### config.mk
export PLATFORM = sky130hd
export DESIGN_NAME = utf8_to_utf16_transcoder_flat
export DESIGN_NICKNAME = d
export VERILOG_FILES = /design/src/hdl/u8u16_pkg.sv /design/src/hdl/u8u16_byte_if.sv /design/src/hdl/u8u16_unit_if.sv /design/src/hdl/u8u16_front.sv /design/src/hdl/u8u16_queue.sv /design/src/hdl/u8u16_back.sv /design/src/hdl/utf8_to_utf16_transcoder.sv /design/src/flat_wrapper.sv
export VERILOG_INCLUDE_DIRS = /design/src /design/src/hdl
export SDC_FILE = /design/constraint.sdc
export NUM_CORES = 1
export LEC_CHECK = 0
export ABC_AREA = 0
export BUFFER_PORTS_ARGS = -buffer_cell sky130_fd_sc_hd__buf_2
export CORE_MARGIN = 8
export CORE_UTILIZATION = 55
export CTS_CLUSTER_DIAMETER = 120
export DETAILED_ROUTE_END_ITERATION = 12
export PLACE_DENSITY = 0.76
export SLEW_MARGIN = 20
export SYNTH_ARGS = -nofsm -noshare
export SYNTH_HDL_FRONTEND = slang
export SYNTH_SLANG_ARGS = --single-unit
### constraint.sdc
create_clock -name clk -period 4.2 [get_ports clk]
set_input_delay 0.21 -clock clk [delete_from_list [all_inputs] [get_ports clk]]
set_output_delay 0.21 -clock clk [all_outputs]
set_load 0.1 [all_outputs]
### src/hdl/utf8_to_utf16_transcoder_defines.svh
// Assertion macros for the UTF-8 to UTF-16 transcoder.
// Expects clk and arst_n in the scope of use; empty under SYNTHESIS.
`ifndef UTF8_TO_UTF16_TRANSCODER_DEFINES_SVH
`define UTF8_TO_UTF16_TRANSCODER_DEFINES_SVH
`ifndef SYNTHESIS
`define U8U16_ASSERT(label, expr) \
	label: assert property (@(posedge clk) disable iff (!arst_n) (expr)) \
		else $error("u8u16 check failed");
`define U8U16_ASSERT_IMP(label, cond, expr) \
	label: assert property (@(posedge clk) disable iff (!arst_n) (cond) |-> (expr)) \
		else $error("u8u16 check failed");
`define U8U16_ASSERT_NEXT(label, cond, expr) \
	label: assert property (@(posedge clk) disable iff (!arst_n) (cond) |=> (expr)) \
		else $error("u8u16 check failed");
`else
`define U8U16_ASSERT(label, expr)
`define U8U16_ASSERT_IMP(label, cond, expr)
`define U8U16_ASSERT_NEXT(label, cond, expr)
`endif
`endif

### src/hdl/u8u16_pkg.sv
// Shared types and constants of the UTF-8 to UTF-16 transcoder.
// No dependencies.
package u8u16_pkg;

	localparam logic [12:0] MAX_UNITS     = 13'd4096;
	localparam logic [12:0] CAP_RESET     = 13'd4096;
	localparam int          Q_DEPTH       = 4;
	localparam int          Q_AW          = $clog2(Q_DEPTH);

	localparam logic [7:0]  ASCII_LIMIT   = 8'h80;
	localparam logic [7:0]  LEAD2_MIN     = 8'hC2;
	localparam logic [7:0]  LEAD3_MIN     = 8'hE0;
	localparam logic [7:0]  LEAD4_MIN     = 8'hF0;
	localparam logic [15:0] OVL_LIMIT2    = 16'h007F;
	localparam logic [15:0] OVL_LIMIT3    = 16'h07FF;
	localparam logic [15:0] OVL_LIMIT4    = 16'hFFFF;
	localparam logic [20:0] BMP_MAX       = 21'h00FFFF;
	localparam logic [20:0] CODE_MAX      = 21'h10FFFF;
	localparam logic [20:0] SUPP_BASE     = 21'h010000;
	localparam logic [15:0] HI_SURR_BASE  = 16'hD800;
	localparam logic [15:0] LO_SURR_BASE  = 16'hDC00;

	typedef enum logic [1:0] {
		ST_DATA  = 2'd0,
		ST_END   = 2'd1,
		ST_ERROR = 2'd2
	} status_t;

	typedef struct packed {
		status_t     status;
		logic        pair;
		logic [20:0] value;
	} entry_t;

	typedef struct packed {
		logic   valid;
		entry_t entry;
	} push_t;

	typedef struct packed {
		logic   valid;
		entry_t entry;
	} head_t;

endpackage

### src/hdl/u8u16_byte_if.sv
// Byte channel of the transcoder: valid/ready handshake with one UTF-8 byte.
// No dependencies.
interface u8u16_byte_if;
	logic       valid;
	logic       ready;
	logic [7:0] in_byte;

	modport source (output valid, output in_byte, input ready);
	modport sink (input valid, input in_byte, output ready);
endinterface

### src/hdl/u8u16_unit_if.sv
// Unit channel of the transcoder: valid/ready handshake with one UTF-16 result.
// No dependencies.
interface u8u16_unit_if;
	logic        valid;
	logic        ready;
	logic [15:0] code_unit;
	logic [1:0]  status;
	logic        last_of_run;

	modport source (output valid, output code_unit, output status, output last_of_run,
		input ready);
	modport sink (input valid, input code_unit, input status, input last_of_run,
		output ready);
endinterface

### src/hdl/u8u16_front.sv
// Front end: accepts bytes, runs the UTF-8 decode and capacity checks, pushes work entries.
// Depends on u8u16_pkg and u8u16_byte_if.
module u8u16_front
	import u8u16_pkg::*;
(
	input  logic          clk,
	input  logic          arst_n,
	input  logic          cfg_wr_en,
	input  logic [12:0]   cfg_wr_data,
	u8u16_byte_if.sink    utf8,
	input  logic          q_full,
	output push_t         push
);

	logic [12:0] cap_q;
	logic [20:0] accum_q, accum_d;
	logic [1:0]  pending_q, pending_d;
	logic [15:0] limit_q, limit_d;
	logic [12:0] units_q, units_d;
	logic        dropping_q, dropping_d;

	logic        take;
	logic        fail;
	logic [7:0]  b;
	logic [12:0] cap;
	logic [13:0] units_plus2;
	logic [20:0] acc_shift;

	assign utf8.ready  = !q_full;
	assign take        = utf8.valid && !q_full;
	assign b           = utf8.in_byte;
	assign cap         = (cap_q > MAX_UNITS) ? MAX_UNITS : cap_q;
	assign units_plus2 = {1'b0, units_q} + 14'd2;
	assign acc_shift   = {accum_q[14:0], b[5:0]};

	always_comb begin
		accum_d           = accum_q;
		pending_d         = pending_q;
		limit_d           = limit_q;
		units_d           = units_q;
		dropping_d        = dropping_q;
		fail              = 1'b0;
		push.valid        = 1'b0;
		push.entry.status = ST_DATA;
		push.entry.pair   = 1'b0;
		push.entry.value  = '0;
		if (take) begin
			if (dropping_q) begin
				if (b == 8'h00) begin
					dropping_d = 1'b0;
					units_d    = '0;
				end
			end else if (pending_q == 2'd0) begin
				if (b < ASCII_LIMIT) begin
					if (units_q >= cap) begin
						fail = 1'b1;
					end else if (b == 8'h00) begin
						push.valid        = 1'b1;
						push.entry.status = ST_END;
						units_d           = '0;
					end else begin
						push.valid       = 1'b1;
						push.entry.value = {13'd0, b};
						units_d          = units_q + 13'd1;
					end
				end else if (b < LEAD2_MIN) begin
					fail = 1'b1;
				end else if (units_plus2 > {1'b0, cap}) begin
					fail = 1'b1;
				end else if (b >= LEAD4_MIN) begin
					accum_d   = {18'd0, b[2:0]};
					limit_d   = OVL_LIMIT4;
					pending_d = 2'd3;
				end else if (b >= LEAD3_MIN) begin
					accum_d   = {17'd0, b[3:0]};
					limit_d   = OVL_LIMIT3;
					pending_d = 2'd2;
				end else begin
					accum_d   = {16'd0, b[4:0]};
					limit_d   = OVL_LIMIT2;
					pending_d = 2'd1;
				end
			end else begin
				if (b < ASCII_LIMIT) begin
					fail = 1'b1;
				end else begin
					accum_d   = acc_shift;
					pending_d = pending_q - 2'd1;
					if (pending_q == 2'd1) begin
						if (acc_shift <= {5'd0, limit_q} || acc_shift > CODE_MAX) begin
							fail = 1'b1;
						end else if (acc_shift > BMP_MAX) begin
							push.valid       = 1'b1;
							push.entry.pair  = 1'b1;
							push.entry.value = acc_shift;
							units_d          = units_plus2[12:0];
						end else begin
							push.valid       = 1'b1;
							push.entry.value = acc_shift;
							units_d          = units_q + 13'd1;
						end
					end
				end
			end
			if (fail) begin
				push.valid        = 1'b1;
				push.entry.status = ST_ERROR;
				push.entry.pair   = 1'b0;
				push.entry.value  = '0;
				accum_d           = '0;
				pending_d         = '0;
				limit_d           = '0;
				units_d           = '0;
				dropping_d        = (b != 8'h00);
			end
		end
	end

	always_ff @(posedge clk or negedge arst_n) begin
		if (!arst_n) begin
			cap_q      <= CAP_RESET;
			accum_q    <= '0;
			pending_q  <= '0;
			limit_q    <= '0;
			units_q    <= '0;
			dropping_q <= 1'b0;
		end else begin
			if (cfg_wr_en) begin
				cap_q <= cfg_wr_data;
			end
			accum_q    <= accum_d;
			pending_q  <= pending_d;
			limit_q    <= limit_d;
			units_q    <= units_d;
			dropping_q <= dropping_d;
		end
	end

endmodule

### src/hdl/u8u16_queue.sv
// Short work queue between front and back end, one entry per decoded character, end byte or error.
// Depends on u8u16_pkg.
module u8u16_queue
	import u8u16_pkg::*;
(
	input  logic  clk,
	input  logic  arst_n,
	input  push_t push,
	input  logic  pop,
	output logic  full,
	output head_t head
);

	entry_t          mem_q [Q_DEPTH];
	logic [Q_AW-1:0] wr_ptr_q;
	logic [Q_AW-1:0] rd_ptr_q;
	logic [Q_AW:0]   count_q;
	logic            do_pop;

	assign full       = (count_q == (Q_AW+1)'(Q_DEPTH));
	assign head.valid = (count_q != '0);
	assign head.entry = mem_q[rd_ptr_q];
	assign do_pop     = pop && head.valid;

	always_ff @(posedge clk) begin
		if (push.valid) begin
			mem_q[wr_ptr_q] <= push.entry;
		end
	end

	always_ff @(posedge clk or negedge arst_n) begin
		if (!arst_n) begin
			wr_ptr_q <= '0;
			rd_ptr_q <= '0;
			count_q  <= '0;
		end else begin
			if (push.valid) begin
				wr_ptr_q <= wr_ptr_q + 1'b1;
			end
			if (do_pop) begin
				rd_ptr_q <= rd_ptr_q + 1'b1;
			end
			if (push.valid && !do_pop) begin
				count_q <= count_q + 1'b1;
			end else if (do_pop && !push.valid) begin
				count_q <= count_q - 1'b1;
			end
		end
	end

endmodule

### src/hdl/u8u16_back.sv
// Back end: splits supplementary code points into surrogate pairs, drives the output register.
// Depends on u8u16_pkg and u8u16_unit_if.
module u8u16_back
	import u8u16_pkg::*;
(
	input  logic          clk,
	input  logic          arst_n,
	input  head_t         head,
	output logic          pop,
	u8u16_unit_if.source  utf16
);

	logic        valid_q;
	logic [15:0] unit_q;
	status_t     status_q;
	logic        last_q;
	logic        phase_q;

	logic        load;
	logic [20:0] offs;
	logic [15:0] hi_unit;
	logic [15:0] lo_unit;

	assign load    = !valid_q || utf16.ready;
	assign pop     = load && head.valid && (!head.entry.pair || phase_q);
	assign offs    = head.entry.value - SUPP_BASE;
	assign hi_unit = HI_SURR_BASE + {6'd0, offs[19:10]};
	assign lo_unit = LO_SURR_BASE + {6'd0, offs[9:0]};

	assign utf16.valid       = valid_q;
	assign utf16.code_unit   = unit_q;
	assign utf16.status      = status_q;
	assign utf16.last_of_run = last_q;

	always_ff @(posedge clk) begin
		if (load && head.valid) begin
			status_q <= head.entry.status;
			if (head.entry.pair && !phase_q) begin
				unit_q <= hi_unit;
				last_q <= 1'b0;
			end else begin
				unit_q <= head.entry.pair ? lo_unit : head.entry.value[15:0];
				last_q <= 1'b1;
			end
		end
	end

	always_ff @(posedge clk or negedge arst_n) begin
		if (!arst_n) begin
			valid_q <= 1'b0;
			phase_q <= 1'b0;
		end else if (load) begin
			valid_q <= head.valid;
			if (head.valid) begin
				phase_q <= head.entry.pair && !phase_q;
			end
		end
	end

endmodule

### src/hdl/utf8_to_utf16_transcoder.sv
// UTF-8 to UTF-16 transcoder top level: front decoder, four-entry queue, back end.
// An accepted byte reaches utf16 through the queue and then the output register.
// Throughput: one byte per cycle while the queue is not full; a surrogate pair makes two beats
// and the four-entry queue between decoder and output register absorbs the extra beat.
// Reset (arst_n low, asynchronous): queue empty, decoder idle, capacity 4096.
// Depends on u8u16_pkg, both channel interfaces, the defines header, u8u16_front, u8u16_queue and u8u16_back.
`include "utf8_to_utf16_transcoder_defines.svh"
module utf8_to_utf16_transcoder
	import u8u16_pkg::*;
(
	input  logic          clk,
	input  logic          arst_n,
	input  logic          cfg_wr_en,
	input  logic [12:0]   cfg_wr_data,
	u8u16_byte_if.sink    utf8,
	u8u16_unit_if.source  utf16
);

	push_t push;
	head_t head;
	logic  pop;
	logic  q_full;

	u8u16_front u_front (
		.clk         (clk),
		.arst_n      (arst_n),
		.cfg_wr_en   (cfg_wr_en),
		.cfg_wr_data (cfg_wr_data),
		.utf8        (utf8),
		.q_full      (q_full),
		.push        (push)
	);

	u8u16_queue u_queue (
		.clk    (clk),
		.arst_n (arst_n),
		.push   (push),
		.pop    (pop),
		.full   (q_full),
		.head   (head)
	);

	u8u16_back u_back (
		.clk    (clk),
		.arst_n (arst_n),
		.head   (head),
		.pop    (pop),
		.utf16  (utf16)
	);

	`U8U16_ASSERT_IMP(a_push_on_beat, push.valid, utf8.valid && utf8.ready)
	`U8U16_ASSERT_IMP(a_error_shape, utf16.valid && utf16.status == ST_ERROR, utf16.last_of_run && utf16.code_unit == 16'h0000)
	`U8U16_ASSERT_IMP(a_high_half, utf16.valid && !utf16.last_of_run, utf16.status == ST_DATA && utf16.code_unit[15:10] == 6'b110110)
	`U8U16_ASSERT_NEXT(a_low_follows, utf16.valid && utf16.ready && !utf16.last_of_run, utf16.valid && utf16.last_of_run && utf16.code_unit[15:10] == 6'b110111)

endmodule

### src/flat_wrapper.sv
// flat-port wrapper written by rule: the top's interface ports become plain ports
module utf8_to_utf16_transcoder_flat import u8u16_pkg::*;
  (clk, arst_n, cfg_wr_en, cfg_wr_data, utf8_valid, utf8_in_byte, utf8_ready, utf16_valid, utf16_code_unit, utf16_status, utf16_last_of_run, utf16_ready);
  u8u16_byte_if utf8_i ();
  u8u16_unit_if utf16_i ();
  input  logic clk;
  input  logic arst_n;
  input  logic cfg_wr_en;
  input  logic [12:0] cfg_wr_data;
  input wire logic [$bits(utf8_i.valid)-1:0] utf8_valid;
  input wire logic [$bits(utf8_i.in_byte)-1:0] utf8_in_byte;
  output wire logic [$bits(utf8_i.ready)-1:0] utf8_ready;
  output wire logic [$bits(utf16_i.valid)-1:0] utf16_valid;
  output wire logic [$bits(utf16_i.code_unit)-1:0] utf16_code_unit;
  output wire logic [$bits(utf16_i.status)-1:0] utf16_status;
  output wire logic [$bits(utf16_i.last_of_run)-1:0] utf16_last_of_run;
  input wire logic [$bits(utf16_i.ready)-1:0] utf16_ready;
  assign utf8_i.valid = utf8_valid;
  assign utf8_i.in_byte = utf8_in_byte;
  assign utf8_ready = utf8_i.ready;
  assign utf16_valid = utf16_i.valid;
  assign utf16_code_unit = utf16_i.code_unit;
  assign utf16_status = utf16_i.status;
  assign utf16_last_of_run = utf16_i.last_of_run;
  assign utf16_i.ready = utf16_ready;
  utf8_to_utf16_transcoder u_core (.clk(clk), .arst_n(arst_n), .cfg_wr_en(cfg_wr_en), .cfg_wr_data(cfg_wr_data), .utf8(utf8_i), .utf16(utf16_i));
endmodule
After elaboration in Yosys (flattened, before gate mapping)
Memory sizes are Yosys's and may differ from the RTL's.
Cells that the tools add are included.
{"block": "totals", "reg_bits": 88, "ram_bits": 96, "input_bits": 26, "out_inout_bits": 21, "word_cells": 153, "mem_count": 1}
{"block": "classes", "add_sub_neg": 10, "magnitude_cmp": 10, "n_eq_ne": 13, "mux": 78, "n_reduce_logical": 27}
{"name": "u_core.u_queue.mem_q", "words": 4, "word_bits": 24, "rd": 1, "rd_ports_with_merged_regs": 0, "wr": 1, "line": "u8u16_queue.sv:14", "text": "entry_t mem_q [Q_DEPTH];"}
{"cell": "$mux W13", "n": 12}
{"cell": "$mux W16", "n": 9}
{"cell": "$mux W15", "n": 7}
{"cell": "$mux W25", "n": 3}
{"cell": "$mux W22", "n": 3}
{"cell": "$add A15 B11 Y16 const A", "n": 2}
{"cell": "$mux W8", "n": 3}
{"cell": "$mux W1", "n": 23}
{"cell": "$gt A21 B16 Y1 const B", "n": 1}
{"cell": "$gt A21 B21 Y1 const B", "n": 1}
{"cell": "$le A21 B16 Y1", "n": 1}
{"cell": "$mux W21", "n": 1}
{"cell": "$mux W2", "n": 10}
{"cell": "$sub A20 B17 Y20 const B", "n": 1}
{"cell": "$ge A8 B8 Y1 const B", "n": 2}
{"cell": "$lt A8 B8 Y1 const B", "n": 2}
{"cell": "$add A13 B2 Y14 const B", "n": 1}
{"cell": "$gt A14 B13 Y1", "n": 1}
{"cell": "$add A13 B1 Y13 const B", "n": 1}
{"cell": "$ge A13 B13 Y1", "n": 1}
{"cell": "$gt A13 B13 Y1 const B", "n": 1}
{"cell": "$mux W3", "n": 4}
{"cell": "$ne A4 B3 Y1 const B", "n": 3}
{"cell": "$mux W11", "n": 1}
{"cell": "24 further kinds", "n": 44}

Depth between registers and ports, before layout
{"block": "logic_depth", "depth_word": 15, "ltp_mapped": 20, "mapped_depth_nobuf": 20}

Modules after synthesis
A second synthesis with hierarchy kept.
{"block": "unflattened", "hier_cells": 628, "hier_area_um2": 8398.1}
{"mod": "u8u16_queue", "n_inst": 1, "cells_per_inst": 160, "area_each_um2": 3905.0}
{"mod": "u8u16_front", "n_inst": 1, "cells_per_inst": 399, "area_each_um2": 3595.9}
{"mod": "u8u16_back", "n_inst": 1, "cells_per_inst": 69, "area_each_um2": 897.1}

Worst setup path after synthesis
Ideal clock, no wire load.
{"block": "synth_path", "path_kind": "register -> register", "from": "reg u_core.u_front.units_q[1]", "to": "reg u_core.u_queue.count_q[1]", "setup_ns": 0.125, "arrival_time_ns": 4.035, "required_time_ns": 4.075, "setup_slack_ns": 0.041, "stages_incl_launch_ff": 19, "n_path_buf": 0, "period_less_slack_ns": 4.159, "cell_sequence": "dfrtp_1 ha_1 and3_1 nand3_1 nor2_1 nand2_1 xnor2_1 ha_1 a21o_1 a221oi_1 o211ai_1 o21ai_0 a311o_1 a21oi_4 a21o_4 ha_1 inv_1 fa_1 mux2_2"}
{"element": "from (decl)", "line": "u8u16_front.sv:19", "text": "logic [12:0] units_q, units_d;"}
{"element": "from (signal assigned)", "line": "u8u16_front.sv:134", "text": "units_q <= units_d;"}
{"element": "to (signal assigned)", "line": "u8u16_queue.sv:44", "text": "count_q <= count_q + 1'b1;"}
{"element": "to (signal assigned)", "line": "u8u16_queue.sv:46", "text": "count_q <= count_q - 1'b1;"}
{"element": "to (decl)", "line": "u8u16_queue.sv:17", "text": "logic [Q_AW:0] count_q;"}

==> out/qor.csv <==
stage,metric,value,unit
setup_path,slowest cell delay on critical path,420,ps
synth,library cell occupying the most area in the post-synthesis netlist,sky130_fd_sc_hd__edfxtp_1,
synth,combinational family with the most area after synthesis,simple AND/OR/NAND/NOR gates,
run,max_cap viols,0,
pwr,Leak Pwr,0.00383,uW
finish,Final Net Count,787,
pwr,sequential fraction of design power,0.350,
synth,Avg Inst Size Synth,13.2,sq um
setup_path,biggest fanout along the worst timing path,3,
clock_network,# clock sinks,167,
route,Routed Wire Length,18.8,mm
place,DPL Wire Length,13.0,mm
route,drt pass-1 iters,5,
worst_hold_path,Worst Hold Depth,2,
global_route,number of antenna violations at the first check in global routing,0,
sta,count of final hold-check violations,0,
finish,antenna diode count,0,
finish,ratio of cells with drive above 1 in the final layout,0.285,
global_route,wire length of the first global-routing pass,30.4,mm
route,antenna-violating nets left,0,
floorplan,Die X-Extent,140,um
global_route,number of global-route vias before repair,5803,
pwr,Internal Power,3950,uW
synth,gate count after technology mapping,637,
floorplan,core outline area,15100,sq um
route,number of design rule violations left after detail routing,0,
finish,area taken by multi-input logic gates,3520,sq um
synth,cell types occupying the most area after synthesis,"sky130_fd_sc_hd__edfxtp_1, sky130_fd_sc_hd__dfrtp_1, sky130_fd_sc_hd__ha_1",
synth,count of synthesis-stage warnings from yosys,0,
synth,area fraction in compound gates after synthesis,0.0958,
synth,fraction of the mapped netlist area in adder cells,0.0753,
sta,maximum operating frequency,248,MHz
setup_path,Arrival @ worst endpoint,4350,ps
place,area post-placement,8940,sq um
global_route,global-route congestion overflow total,0,
clock_network,clock buffer count from CTS,17,
sta,measured slew at the worst slew-check pin,755,ps
setup_path,slowest stage cell on the critical path,sky130_fd_sc_hd__fa_2,
global_route,maximum number of pins on one net before global-route repair,57,
floorplan,Vert. Die Dim,140,um
setup_path,reg-to-reg critical path endpoint,u_core.u_queue.count_q[1],
sta,worst clock skew,9.56,ps
setup_path,endpoint kind of the worst setup timing path,flip-flop,
floorplan,Std-Cell Rows,45,
synth,total nets after synthesis,713,
clock_network,maximum root-to-sink buffer count,2,
finish,fillcell total,1137,
synth,Seq cells post-synth,167,
floorplan,area enclosed by the die boundary,19500,sq um
synth,post-synthesis mux area share,0.102,
setup_path,internal reg-to-reg setup slack,160,ps
sta,least setup slack across all paths after layout,162,ps
worst_hold_path,Min-Delay Path Class,primary input to flip-flop,
finish,total area of sequential cells,4740,sq um
pwr,relative contribution of combinational cells to total power,0.432,
place,PortBufs,46,
pwr,pwr/cell area,694,nW/um^2
worst_hold_path,endpoint with the worst hold slack,u_core.u_front.cap_q[6],
sta,max-slew violations,0,
pwr,switching component of the power,2740,uW
sta,relative max-transition margin,0.496,
setup_path,type of the setup path with the least slack,flip-flop to flip-flop,
synth,top-area cell type share of the netlist area,0.396,
synth,number of enable flip-flop cells after synthesis,111,
place,global placer's final weighted congestion,0.934,
setup_path,most frequent CP cell,sky130_fd_sc_hd__ha_1,
pwr,switching part of the total power,0.410,
clock_network,CTS root buf,sky130_fd_sc_hd__clkbuf_16,
clock_network,TritonCTS clock tree,done,
finish,summed area of non-filler cells in the final layout,9640,sq um
synth,part of the Yosys area used for sequential elements,0.563,
sta,number of endpoints failing setup at the final stage,0,
sta,Period minus WS final,4040,ps
setup_path,cell count of the worst reg-to-reg path,18,
worst_hold_path,launch point of the worst hold path,cfg_wr_data[6],
synth,post-synthesis cell type count,77,
route,via count normalized by instance count,6.19,
setup_path,required time of the critical path,4510,ps
synth,post-synthesis share of cell area spent on xor and xnor gates,0.0187,
synth,"post-synthesis share of cell area spent on and, or, nand and nor gates",0.120,
setup_path,Reg2Reg Launch Point,u_core.u_front.units_q[2],
sta,period utilization,0.961,
pwr,Max rail drop VDD,0.000310,V
finish,layout overhead on the synthesized area,14.6,%
route,overall via count from detail_route,5640,
synth,Most used DFF post-synth,sky130_fd_sc_hd__edfxtp_1,
synth,post-synth design cell area,8410,sq um
floorplan,Initial Utilization,0.557,
clock_network,clock insertion delay at the later pin of the skew report,430,ps
synth,asr flop ratio synth,0.335,
setup_path,launching element type of the critical path,flip-flop,
route,drt wl/cell,20.6,um
pwr,Clk pwr share,0.218,
clock_network,register clock-pin slew on the reported worst setup and hold paths,60,ps
pwr,total power draw,6690,uW
status,outcome,completed,
route,Iteration-0 DRC Markers,398,
global_route,combined global-route utilization of all metal layers,0.199,
clock_network,H-Tree Depth,4,
setup_path,cell-by-cell trace of the critical path,ha_1 > and3_2 > nand3_2 > nor2_2 > nand2_1 > xnor2_2 > ha_1 > a21o_1 > a221oi_2 > o211ai_1 > o21ai_1 > a311o_1 > a21oi_4 > a21o_4 > ha_2 > inv_1 > fa_2 > mux2_2,
floorplan,I/O pin count,47,
place,placement-stage worst setup slack,-0.252,ps
==> routing by layer <==
metal | wire (um) | GRT usage | up-vias | share of wire
met5 | 0 | 0 | - | 0
met4 | 605 | 0.0863 | 0 | 0.032
met3 | 855 | 0.0445 | 62 | 0.045
met2 | 9590 | 0.346 | 194 | 0.51
met1 | 7750 | 0.234 | 2812 | 0.41
li1 | - | - | 2572 | -
==> power groups by stage <==
stage	clock, uW	sequential [uW]	combinational [uW]
floorplan	0	2990	1570
global placement	0	2350	2770
detailed placement	0	2360	2830
CTS	1470	2330	2860
global route	1540	2380	3100
finish	1460	2340	2890
==> Yosys cell counts, drive strengths merged (6+ instances only) <==
cell type / n
a21o: 7
a21oi: 25
a22o: 12
and2: 12
and3: 18
buf: 10
clkbuf: 18
dfrtp: 55
edfxtp: 111
ha: 49
inv: 18
mux2: 27
mux4: 23
nand2: 56
nand2b: 6
nand3: 12
nand4: 10
nor2: 37
nor2b: 6
nor3: 10
o21ai: 24
or2: 7
xnor2: 13
==> worst max path at each step <==
stage | startpoint | to | slack (ps) | cells past startpoint
after floorplan | u_core.u_front.units_q[1] | u_core.u_queue.count_q[1] | 40 | 18
after global placement | u_core.u_front.cap_q[12] | u_core.u_queue.count_q[1] | 80 | 15
after detailed placement | u_core.u_front.units_q[2] | u_core.u_queue.count_q[1] | -0.3 | 18
after CTS | u_core.u_front.units_q[2] | u_core.u_queue.count_q[1] | 8 | 18
after global routing | u_core.u_front.units_q[2] | u_core.u_queue.count_q[1] | -7 | 18
final | u_core.u_front.units_q[2] | u_core.u_queue.count_q[1] | 160 | 18
==> state kept, by name, summed over array words and instances (netlist names), 3 cells and up <==
name and cells:
u_core.u_queue.mem_q 92, u_core.u_back.utf16.code_unit 16, u_core.u_front.accum_q 15, u_core.u_front.cap_q 13
u_core.u_front.units_q 13, u_core.u_front.limit_q 3, u_core.u_queue.count_q 3
==> kinds of logic after synthesis <==
logic type      Yosys count
compound gates          111
xor+xnor                 18
fa+ha+maj                50
buf+inv                  46
flops                   167
mux                      53
simple gates            192
==> placed cells by master (no fill, tap or decap), drive strengths merged, types with 4 or more instances in the layout <==
cell | synthesis | final
nor2 | 37 | 37
dfrtp | 55 | 55
buf | 10 | 78
nor4 | 5 | 5
a21o | 7 | 7
o21ai | 24 | 24
a21boi | 4 | 4
a22o | 12 | 12
mux4 | 23 | 23
o22ai | 4 | 4
clkbuf | 18 | 17
nand2b | 6 | 6
dlygate4sd3 | 0 | 5
xor2 | 5 | 5
a21oi | 25 | 25
nor2b | 6 | 6
clkinv | 0 | 8
ha | 49 | 49
and2 | 12 | 12
mux2 | 27 | 27
nor3 | 10 | 10
or2 | 7 | 7
edfxtp | 111 | 111
inv | 18 | 20
and3 | 18 | 18
o211ai | 5 | 5
or4 | 4 | 4
xnor2 | 13 | 13
nand3 | 12 | 12
nand2 | 56 | 56
nand4 | 10 | 10
==> per-stage QoR <==
stage,hold WS (ps),std cells,TNS [ps],utilization
6_report,9.24,911,0,0.639
5_1_grt,7.07,911,-7.33,0.639
4_1_cts,0.197,905,0,0.632
3_5_place_dp,405,870,-0.252,0.593
3_3_place_gp,398,870,0,0.593
2_1_floorplan,-85.6,637,0,-
==> critical path, delay by kind of cell, from the launching register on <==
family | cells | cell delay [ps]
mux | 1 | 270
compound gates | 7 | 1370
buf+inv | 1 | 70
simple gates | 4 | 580
xor+xnor | 1 | 230
flops | 1 | 380
fa+ha+maj | 4 | 1040
==> repair_timing <==
| action | CTS | global route |
|---|---|---|
| hold endpoints to repair | 58 | 1 |
| endpoints found under the setup margin | 1 | 97 |
| resized for setup | 1 | 17 |
| pin swaps | 0 | 10 |
| hold buffers | 4 | 1 |
| setup buffers | 0 | 5 |
==> cell type report <==
cell class,count,area share
clock buffer,17,0.0441
sequential,167,0.492
multi-input combinational,424,0.365
timing repair buffer,83,0.0544
inverter,18,0.00740
clock inverter,14,0.0130
tap,188,0.0244
Note: power is estimated with default switching activity, not from simulation.
